`config.mk`:
```
export PLATFORM = sky130hd
export DESIGN_NAME = timer_table_expiry_engine_core
export DESIGN_NICKNAME = d
export VERILOG_FILES = /design/src/rtl/core/tte_pkg.sv /design/src/rtl/core/tte_ram.sv /design/src/rtl/core/tte_ctrl.sv /design/src/rtl/core/tte_dp.sv /design/src/rtl/core/timer_table_expiry_engine_core.sv
export SDC_FILE = /design/constraint.sdc
export NUM_CORES = 2
export LEC_CHECK = 0
export BUFFER_PORTS_ARGS = -buffer_cell sky130_fd_sc_hd__clkbuf_2
export CAP_MARGIN = 20
export CELL_PAD_IN_SITES_DETAIL_PLACEMENT = 0
export CELL_PAD_IN_SITES_GLOBAL_PLACEMENT = 1
export CORE_MARGIN = 2
export CORE_UTILIZATION = 45
export CTS_CLUSTER_SIZE = 28
export DETAILED_ROUTE_END_ITERATION = 10
export GPL_TIMING_DRIVEN = 0
export PLACE_DENSITY = 0.81
export REMOVE_ABC_BUFFERS = 1
export SYNTH_ARGS = -nofsm -noshare
export SYNTH_HDL_FRONTEND = slang
export SYNTH_SLANG_ARGS = --single-unit
```
`constraint.sdc`:
```
create_clock -name clk -period 7.2 [get_ports clk]
set_input_delay 1.44 -clock clk [delete_from_list [all_inputs] [get_ports clk]]
set_output_delay 1.44 -clock clk [all_outputs]
set_load 0.005 [all_outputs]
```
`src/rtl/core/tte_pkg.sv`:
```
`default_nettype none
package tte_pkg;

    localparam int SLOTS = 16;
    localparam int SW = $clog2(SLOTS);
    localparam int CW = $clog2(SLOTS + 1);
    localparam logic [31:0] MAX_INTERVAL = 32'hFFFF_FFFF / 4;

    typedef enum logic [1:0] {
        CMD_ADD    = 2'd0,
        CMD_DELETE = 2'd1,
        CMD_EXPIRE = 2'd2,
        CMD_QUERY  = 2'd3
    } cmd_t;

    typedef enum logic [2:0] {
        K_ADDED    = 3'd0,
        K_ADD_REJ  = 3'd1,
        K_DELETED  = 3'd2,
        K_DEL_IGN  = 3'd3,
        K_EXPIRED  = 3'd4,
        K_EXP_DONE = 3'd5,
        K_TIME     = 3'd6
    } kind_t;

    typedef struct packed {
        logic [1:0]  cmd;
        logic [31:0] now_ms;
        logic [31:0] interval_ms;
        logic [3:0]  handle;
        logic [15:0] release_mask;
    } req_t;

    typedef struct packed {
        logic [2:0]  kind;
        logic [3:0]  timer_id;
        logic        last;
        logic        no_wait;
        logic        no_timeout;
        logic [29:0] remaining_ms;
    } rsp_t;

    typedef enum logic [2:0] {
        ST_IDLE,
        ST_DECIDE,
        ST_SCAN_RD,
        ST_SCAN_EV,
        ST_FINISH,
        ST_OUT
    } state_t;

    // controller -> datapath
    typedef struct packed {
        logic load;
        logic decide;
        logic scan_start;
        logic scan_rd;
        logic scan_ev;
        logic finish;
    } ctl_t;

    // datapath -> controller
    typedef struct packed {
        logic scan_need;
        logic scan_end;
        logic stop;
        logic emit;
        logic out_full;
    } sts_t;

endpackage
`default_nettype wire

```
`src/rtl/core/tte_ram.sv`:
```
`default_nettype none
module tte_ram #(
    parameter int WIDTH = 8,
    parameter int DEPTH = 16
) (
    input  wire logic                     clk,
    input  wire logic                     we,
    input  wire logic [$clog2(DEPTH)-1:0] waddr,
    input  wire logic [WIDTH-1:0]         wdata,
    input  wire logic [$clog2(DEPTH)-1:0] raddr,
    output logic      [WIDTH-1:0]         rdata
);

    logic [WIDTH-1:0] mem [DEPTH];

    always_ff @(posedge clk)
    begin
        if (we)
        begin
            mem[waddr] <= wdata;
        end
        rdata <= mem[raddr];
    end

endmodule
`default_nettype wire

```
`src/rtl/core/tte_ctrl.sv`:
```
`default_nettype none
module tte_ctrl
    import tte_pkg::*;
(
    input  wire logic clk,
    input  wire logic rst_n,
    input  wire logic in_valid,
    output logic      in_ready,
    input  wire sts_t sts,
    output ctl_t      ctl
);

    state_t state_reg, state_next;

    always_ff @(posedge clk or negedge rst_n)
    begin
        if (!rst_n)
        begin
            state_reg <= ST_IDLE;
        end
        else
        begin
            state_reg <= state_next;
        end
    end

    always_comb
    begin
        state_next = state_reg;
        ctl = '0;
        in_ready = 1'b0;
        unique case (state_reg)
            ST_IDLE:
            begin
                in_ready = 1'b1;
                if (in_valid)
                begin
                    ctl.load = 1'b1;
                    state_next = ST_DECIDE;
                end
            end
            ST_DECIDE:
            begin
                if (sts.scan_need)
                begin
                    ctl.scan_start = 1'b1;
                    state_next = ST_SCAN_RD;
                end
                else if (!sts.out_full)
                begin
                    ctl.decide = 1'b1;
                    state_next = ST_IDLE;
                end
            end
            ST_SCAN_RD:
            begin
                if (sts.scan_end || sts.stop)
                begin
                    state_next = ST_FINISH;
                end
                else
                begin
                    ctl.scan_rd = 1'b1;
                    state_next = ST_SCAN_EV;
                end
            end
            ST_SCAN_EV:
            begin
                if (!(sts.emit && sts.out_full))
                begin
                    ctl.scan_ev = 1'b1;
                    state_next = ST_SCAN_RD;
                end
            end
            ST_FINISH:
            begin
                if (!sts.out_full)
                begin
                    ctl.finish = 1'b1;
                    state_next = ST_OUT;
                end
            end
            ST_OUT:
            begin
                state_next = ST_IDLE;
            end
            default:
            begin
                state_next = ST_IDLE;
            end
        endcase
    end

endmodule
`default_nettype wire

```
`src/rtl/core/tte_dp.sv`:
```
`default_nettype none
module tte_dp
    import tte_pkg::*;
(
    input  wire logic clk,
    input  wire logic rst_n,
    input  wire req_t in_data,
    input  wire ctl_t ctl,
    output sts_t      sts,
    output logic      out_valid,
    input  wire logic out_ready,
    output rsp_t      out_data
);

    req_t            req_reg;
    logic [SW-1:0]   order_reg [SLOTS];
    logic [SW-1:0]   freed_reg [SLOTS];
    logic [CW-1:0]   active_count_reg, freed_count_reg, fresh_next_reg;
    logic [CW-1:0]   rd_reg, wr_reg;
    logic [SW-1:0]   cur_reg;
    logic            ev_hold_reg;
    logic            any_reg, nowait_reg;
    logic [29:0]     best_reg;
    logic            ov_reg, ov_next;
    rsp_t            od_reg, od_next;

    logic [31:0]     start_rd;
    logic [29:0]     period_rd;
    logic            st_we;
    logic [SW-1:0]   st_waddr;
    logic [31:0]     st_wdata;
    logic            pd_we;
    logic [SW-1:0]   raddr;

    // add / delete decisions
    logic            full, too_big, can_add;
    logic [SW-1:0]   new_slot;
    logic [SLOTS-1:0] hit;
    logic            found;
    logic [SW-1:0]   hit_pos;

    assign too_big = req_reg.interval_ms > MAX_INTERVAL;
    assign full = active_count_reg >= CW'(SLOTS);
    assign can_add = !too_big && !full &&
                     (freed_count_reg != '0 || fresh_next_reg < CW'(SLOTS));
    assign new_slot = (freed_count_reg != '0) ?
                      freed_reg[SW'(freed_count_reg - 1'b1)] : SW'(fresh_next_reg);

    always_comb
    begin
        hit_pos = '0;
        for (int i = 0; i < SLOTS; i++)
        begin
            hit[i] = (CW'(i) < active_count_reg) && (order_reg[i] == req_reg.handle[SW-1:0]);
        end
        found = |hit;
        for (int i = SLOTS - 1; i >= 0; i--)
        begin
            if (hit[i])
            begin
                hit_pos = SW'(i);
            end
        end
    end

    // scan evaluation
    logic [31:0] elapsed;
    logic        due, rel;
    logic [29:0] left;
    assign elapsed = req_reg.now_ms - start_rd;
    assign due = elapsed >= {2'b00, period_rd};
    assign left = period_rd - elapsed[29:0];
    assign rel = req_reg.release_mask[cur_reg];

    assign sts.scan_need = (req_reg.cmd == CMD_EXPIRE || req_reg.cmd == CMD_QUERY);
    assign sts.scan_end = rd_reg >= active_count_reg;
    assign sts.stop = nowait_reg;
    assign sts.emit = due && req_reg.cmd == CMD_EXPIRE;
    assign sts.out_full = ov_reg && !out_ready;

    // hold the read address on the current timer while its evaluation waits
    assign raddr = ev_hold_reg ? cur_reg : order_reg[SW'(rd_reg)];
    assign st_we = (ctl.decide && req_reg.cmd == CMD_ADD && can_add)
                   || (ctl.scan_ev && sts.emit && !rel);
    assign st_waddr = ctl.decide ? new_slot : cur_reg;
    assign st_wdata = req_reg.now_ms;
    assign pd_we = ctl.decide && req_reg.cmd == CMD_ADD && can_add;

    tte_ram #(.WIDTH(32), .DEPTH(SLOTS)) u_start (
        .clk(clk), .we(st_we), .waddr(st_waddr), .wdata(st_wdata),
        .raddr(raddr), .rdata(start_rd)
    );

    tte_ram #(.WIDTH(30), .DEPTH(SLOTS)) u_period (
        .clk(clk), .we(pd_we), .waddr(new_slot), .wdata(req_reg.interval_ms[29:0]),
        .raddr(raddr), .rdata(period_rd)
    );

    always_comb
    begin
        ov_next = ov_reg && !out_ready;
        od_next = od_reg;
        if (ctl.decide)
        begin
            ov_next = 1'b1;
            od_next = '0;
            od_next.last = 1'b1;
            if (req_reg.cmd == CMD_ADD)
            begin
                if (can_add)
                begin
                    od_next.kind = K_ADDED;
                    od_next.timer_id = 4'(new_slot);
                end
                else
                begin
                    od_next.kind = K_ADD_REJ;
                end
            end
            else
            begin
                od_next.timer_id = req_reg.handle;
                od_next.kind = found ? K_DELETED : K_DEL_IGN;
            end
        end
        if (ctl.scan_ev && sts.emit)
        begin
            ov_next = 1'b1;
            od_next = '0;
            od_next.kind = K_EXPIRED;
            od_next.timer_id = 4'(cur_reg);
        end
        if (ctl.finish)
        begin
            ov_next = 1'b1;
            od_next = '0;
            od_next.last = 1'b1;
            if (req_reg.cmd == CMD_EXPIRE)
            begin
                od_next.kind = K_EXP_DONE;
            end
            else
            begin
                od_next.kind = K_TIME;
                od_next.no_wait = nowait_reg;
                od_next.no_timeout = !nowait_reg && !any_reg;
                od_next.remaining_ms = nowait_reg ? '0 : best_reg;
            end
        end
    end

    always_ff @(posedge clk)
    begin
        if (ctl.load)
        begin
            req_reg <= in_data;
        end
        if (ctl.scan_rd)
        begin
            cur_reg <= raddr;
        end
        if (ctl.decide && req_reg.cmd == CMD_ADD && can_add)
        begin
            order_reg[SW'(active_count_reg)] <= new_slot;
        end
        if (ctl.decide && req_reg.cmd == CMD_DELETE && found)
        begin
            for (int i = 0; i < SLOTS - 1; i++)
            begin
                if (SW'(i) >= hit_pos)
                begin
                    order_reg[i] <= order_reg[i+1];
                end
            end
            if (freed_count_reg < CW'(SLOTS))
            begin
                freed_reg[SW'(freed_count_reg)] <= req_reg.handle[SW-1:0];
            end
        end
        if (ctl.scan_ev && req_reg.cmd == CMD_EXPIRE)
        begin
            if (!(due && rel))
            begin
                order_reg[SW'(wr_reg)] <= cur_reg;
            end
            else if (freed_count_reg < CW'(SLOTS))
            begin
                freed_reg[SW'(freed_count_reg)] <= cur_reg;
            end
        end
    end

    always_ff @(posedge clk or negedge rst_n)
    begin
        if (!rst_n)
        begin
            active_count_reg <= '0;
            freed_count_reg <= '0;
            fresh_next_reg <= '0;
            rd_reg <= '0;
            wr_reg <= '0;
            ev_hold_reg <= 1'b0;
            any_reg <= 1'b0;
            nowait_reg <= 1'b0;
            best_reg <= '0;
            ov_reg <= 1'b0;
            od_reg <= '0;
        end
        else
        begin
            ov_reg <= ov_next;
            od_reg <= od_next;
            if (ctl.decide)
            begin
                if (req_reg.cmd == CMD_ADD)
                begin
                    if (can_add)
                    begin
                        active_count_reg <= active_count_reg + 1'b1;
                        if (freed_count_reg != '0)
                        begin
                            freed_count_reg <= freed_count_reg - 1'b1;
                        end
                        else
                        begin
                            fresh_next_reg <= fresh_next_reg + 1'b1;
                        end
                    end
                end
                else
                begin
                    if (found)
                    begin
                        active_count_reg <= active_count_reg - 1'b1;
                        if (freed_count_reg < CW'(SLOTS))
                        begin
                            freed_count_reg <= freed_count_reg + 1'b1;
                        end
                    end
                end
            end
            if (ctl.scan_start)
            begin
                rd_reg <= '0;
                wr_reg <= '0;
                any_reg <= 1'b0;
                nowait_reg <= 1'b0;
                best_reg <= '0;
            end
            if (ctl.scan_rd)
            begin
                rd_reg <= rd_reg + 1'b1;
                ev_hold_reg <= 1'b1;
            end
            if (ctl.scan_ev)
            begin
                ev_hold_reg <= 1'b0;
                if (req_reg.cmd == CMD_EXPIRE)
                begin
                    if (!(due && rel))
                    begin
                        wr_reg <= wr_reg + 1'b1;
                    end
                    else if (freed_count_reg < CW'(SLOTS))
                    begin
                        freed_count_reg <= freed_count_reg + 1'b1;
                    end
                end
                else
                begin
                    if (due)
                    begin
                        nowait_reg <= 1'b1;
                    end
                    else if (!any_reg || left < best_reg)
                    begin
                        best_reg <= left;
                    end
                    any_reg <= 1'b1;
                end
            end
            if (ctl.finish && req_reg.cmd == CMD_EXPIRE)
            begin
                active_count_reg <= wr_reg;
            end
        end
    end

    assign out_valid = ov_reg;
    assign out_data = od_reg;

`ifndef SYNTH
    a_count_bound: assert property (@(posedge clk) disable iff (!rst_n)
        active_count_reg <= CW'(SLOTS))
        else $error("active count overflow");
    a_freed_bound: assert property (@(posedge clk) disable iff (!rst_n)
        freed_count_reg <= CW'(SLOTS))
        else $error("freed count overflow");
    a_no_overwrite: assert property (@(posedge clk) disable iff (!rst_n)
        (ctl.decide || ctl.finish) |-> !(ov_reg && !out_ready))
        else $error("result overwritten");
    a_wr_le_rd: assert property (@(posedge clk) disable iff (!rst_n)
        wr_reg <= rd_reg)
        else $error("compaction ahead of scan");
`endif

endmodule
`default_nettype wire

```
`src/rtl/core/timer_table_expiry_engine_core.sv`:
```
// Interval timer table with expiry engine.
// Request channel in_valid/in_ready carries req_t (add, delete, expire,
// query); response channel out_valid/out_ready carries rsp_t items, with
// last set on the final item of each request.
// Add and delete give their single result, registered in the decide state
// once the output register is free (table search is a parallel compare
// over the slot list).
// Expire and query walk the active list, a read step per active timer
// (registered RAM read of start/interval) and then an evaluate step,
// followed by finish and out states; the final result is registered in
// finish, and the next request is taken after the out state.
// A query stops at the first timer already due.
// One request is in progress at a time; in_ready is high only when idle.
// A single output register holds each result; while the receiver stalls,
// the walk waits on that register and no state is lost.
// Reset clears the list, free stack and fresh-slot counts; slot time
// stores are not cleared and are only read for active timers.
`default_nettype none
module timer_table_expiry_engine_core
    import tte_pkg::*;
(
    input  wire logic clk,
    input  wire logic rst_n,
    input  wire logic in_valid,
    output logic      in_ready,
    input  wire req_t in_data,
    output logic      out_valid,
    input  wire logic out_ready,
    output rsp_t      out_data
);

    ctl_t ctl;
    sts_t sts;

    tte_ctrl u_ctrl (
        .clk(clk), .rst_n(rst_n), .in_valid(in_valid), .in_ready(in_ready),
        .sts(sts), .ctl(ctl)
    );

    tte_dp u_dp (
        .clk(clk), .rst_n(rst_n), .in_data(in_data), .ctl(ctl), .sts(sts),
        .out_valid(out_valid), .out_ready(out_ready), .out_data(out_data)
    );

endmodule
`default_nettype wire
```
==> results.ini <==
[layout]
fin_nets = 5165
diodes = 0
largest_reg_flops = 512
fillCellCount = 10700
drive_gt1_frac = 0.153
regMostFlops = u_dp.u_start.mem
area_growth_syn_to_layout_pct = 17.2
reg_top3 = u_dp.u_start.mem: 512 flops, u_dp.u_period.mem: 480 flops

[setup_path]
critPathKind = flip-flop to flip-flop
crit_arrival_ps = 7550
crit_path_max_fanout = 7
worstSetupStartpointType = flip-flop
cp_slowest_cell = edfxtp_1
r2r_setup_slack_ps = 300
slowest_delay_ps = 440
endpoint_kind = flip-flop
cp.required_ps = 7850
crit_top_cell = ha_1

[timing]
fin_hold_ws_ps = 469
skew_ps = 40.9
fin_crit_sh = 0.958
fmax_mhz = 145
tns_ps = 0
period_needed_ps = 6900
slew_headroom = 0.238
setup_violations = 0
finalHoldViolCount = 0
finalWorstSetupSlack_ps = 300
maxSlewViolCount = 0
tightest_slew_ps = 1140

[floorplan]
dieArea_sq_um = 136000
die_w_um = 369
core_area_sq_um = 132000
std_cell_rows = 133
start_util = 0.454
ios = 132
fp.dieH_um = 369

[synthesis]
synthArstFlopShare = 0.0742
synth_seq_area_share = 0.670
synth-seq-cells = 1374
syn_inst = 4763
synthDistinctLibCells = 79
synth_edf_count = 1210
avgSynthCellArea_sq_um = 12.6
ys.flop_type = edfxtp_1
syn-cell-area_sq_um = 59900
ys_warn_count = 0

[detailed_routing]
wl_per_cell_um = 22.7
finalWirelength_um = 154000
drc = 0
antenna_left = 0
dr_total_vias = 39100
routed_via_density = 5.74
first_iter_violations = 3985
dr.pass1.iters = 5

[power]
p_int_mw = 21.0
pwr-share-seq = 0.300
design_power_total_mw = 35.2
p_sw_mw = 14.2
clkPwrFrac = 0.207
peakVddDrop_mv = 0.386
comb_power_share = 0.493
leakagePower_nw = 25.6
power_density_nw_per_um2 = 502
p_sw_frac = 0.403

[cts]
cts_root_buffer = clkbuf_16
cts_buffers = 143
cts.sink_count = 1374
clkTransAtPathRegs_ps = 60
ctsHoldBuffers = 0
cts-htree-levels = 4
cts_tree = built
cts_buffer_depth = 3
clk_latency_ps = 780

[global_route]
grt_max_degree = 160
grt_remaining_overflow = 0
grt_pass1_vias = 38300
grt_pass1_wl_um = 232000
antenna_found_initial = 8
grt_usage = 0.223

[placed_design]
pre_cts_ws_ps = -1420
routabilityCongestion = 0.867
numPortBuffers = 131
dp_hpwl_um = 97700

[worst_hold_path]
hp-class = primary input to asynchronous set/reset pin

[run_status]
outcome = completed

[run]
maxCapViolations = 0

[metrics by stage]
stage | cells | cell area (sq um) | util
floorplan | 4474 | 58800 | -
global placement | 6360 | 61600 | 0.467
detailed placement | 6468 | 64400 | 0.489
CTS | 6763 | 69600 | 0.528
global route | 6815 | 70200 | 0.532
finish | 6815 | 70200 | 0.532
[repair_timing]
item                                    CTS  global route
endpoints found under the setup margin  840           790
setup buffers                            28            49
gates resized for setup                  26            29
pin swaps                                22            16
gates cloned                              0             0
[final timing paths]
| path | cells past startpoint | end | start |
|---|---|---|---|
| worst max-delay path | 32 | u_dp.best_reg[2]$_DFF_PN0_ | u_dp.st_wdata[0]$_DFFE_PP_ |
| worst min-delay path | 1 | u_dp.out_data[38]$_DFFE_PN0P_ | rst_n |
| worst max register to register | 32 | u_dp.best_reg[2]$_DFF_PN0_ | u_dp.st_wdata[0]$_DFFE_PP_ |
| worst min register to register | 1 | u_dp.fresh_next_reg[4]$_DFFE_PN0P_ | u_dp.fresh_next_reg[4]$_DFFE_PN0P_ |
| max in group asynchronous | 2 | u_dp.out_data[7]$_DFFE_PN0P_ | rst_n |
| min in group clk | 1 | u_dp.fresh_next_reg[4]$_DFFE_PN0P_ | u_dp.fresh_next_reg[4]$_DFFE_PN0P_ |
[kinds of logic (layout without fill, tap and decap cells)]
kind of cell             after synthesis  count (layout)  share of synthesized area
XOR/XNOR                             137             137                     0.0200
AO/OA/AOI/OAI                        722             722                     0.0851
buffers and inverters                446             743                     0.0286
flip-flops                          1374            1374                      0.670
AND/OR/NAND/NOR                     1791            1791                      0.130
adder cells (fa/ha/maj)              137             137                     0.0289
multiplexers                         156             156                     0.0370
[power groups by stage]
stage          clock, mW  sequential [mW]  combinational (mW)
2_1_floorplan          0             10.4                10.2
3_3_place_gp           0             10.8                12.0
3_5_place_dp           0             10.8                16.6
4_1_cts             7.40             10.6                16.9
5_1_grt             7.71             10.6                19.1
6_report            7.30             10.6                17.3
[layout by cell type, fill, tap and decap left out, drive strengths merged, types with 11 or more instances in the layout]
cell type	Yosys	layout
nor2b	21	21
nand2b	21	21
a31oi	97	97
a21oi	157	157
mux2i	20	20
o21ai	80	80
clkinv	1	48
dfxtp	62	62
o21a	15	15
xnor2	79	79
and3	137	137
dfrtp	102	102
nand3	285	285
ha	135	135
inv	156	162
a22o	31	31
a211oi	20	20
a311oi	191	191
a21o	43	43
o21bai	14	14
nand4	21	21
or2	12	12
edfxtp	1210	1210
clkbuf	228	330
xor2	58	58
nor4	11	11
buf	61	187
mux2	93	93
nor2	124	124
nor3	40	40
nand2	1091	1091
mux4	43	43
[area by class of cell]
type                            instances  area (sq um)  share of cell area
Sequential cell                      1374         40100               0.572
Multi-Input combinational cell       2943         18600               0.265
Tap cell                             1755          2200              0.0313
Timing Repair Buffer                  319          3980              0.0568
Clock buffer                          199          4050              0.0577
Inverter                              157           602             0.00858
Clock inverter                         68           623             0.00888
[critical path, delay by kind of cell (launching register included)]
kind | cells | cell delay [ps]
mux | 1 | 340
fa+ha+maj | 4 | 1210
buf+inv | 4 | 460
simple gates | 8 | 1320
xor+xnor | 2 | 410
compound gates | 13 | 2610
flops | 1 | 440
[synthesized netlist by cell type, drive strengths merged, types with 6 or more instances]
| master | instances | share of area |
|---|---|---|
| edfxtp | 1210 | 0.61 |
| xnor2 | 79 | 0.012 |
| o22a | 6 | 0.00088 |
| mux2i | 20 | 0.0033 |
| or2 | 12 | 0.0013 |
| nor2b | 21 | 0.0022 |
| nand4 | 21 | 0.0022 |
| a21oi | 157 | 0.013 |
| o21bai | 14 | 0.0018 |
| nand2 | 1091 | 0.068 |
| a211oi | 20 | 0.0025 |
| nor4 | 11 | 0.0011 |
| xor2 | 58 | 0.0085 |
| a211o | 7 | 0.0010 |
| nand3 | 285 | 0.024 |
| and3 | 137 | 0.014 |
| dfxtp | 62 | 0.021 |
| nand2b | 21 | 0.0022 |
| mux4 | 43 | 0.016 |
| ha | 135 | 0.028 |
| clkbuf | 228 | 0.014 |
| a22o | 31 | 0.0045 |
| o21a | 15 | 0.0019 |
| inv | 156 | 0.0098 |
| o21ai | 80 | 0.0069 |
| buf | 61 | 0.0044 |
| a31oi | 97 | 0.010 |
| and2 | 9 | 0.00094 |
| a2111oi | 7 | 0.0011 |
| nor2 | 124 | 0.0078 |
| dfrtp | 102 | 0.043 |
| a311oi | 191 | 0.028 |
| a21o | 43 | 0.0054 |
| nor3 | 40 | 0.0034 |
| mux2 | 93 | 0.017 |
[per-layer routing]
| metal | track usage | part of all wire |
|---|---|---|
| met5 | 0 | 0.00012 |
| met2 | 0.371 | 0.49 |
| met3 | 0.0312 | 0.062 |
| met4 | 0.0823 | 0.031 |
| met1 | 0.300 | 0.42 |
No activity file was read; power rests on OpenSTA's default activity.
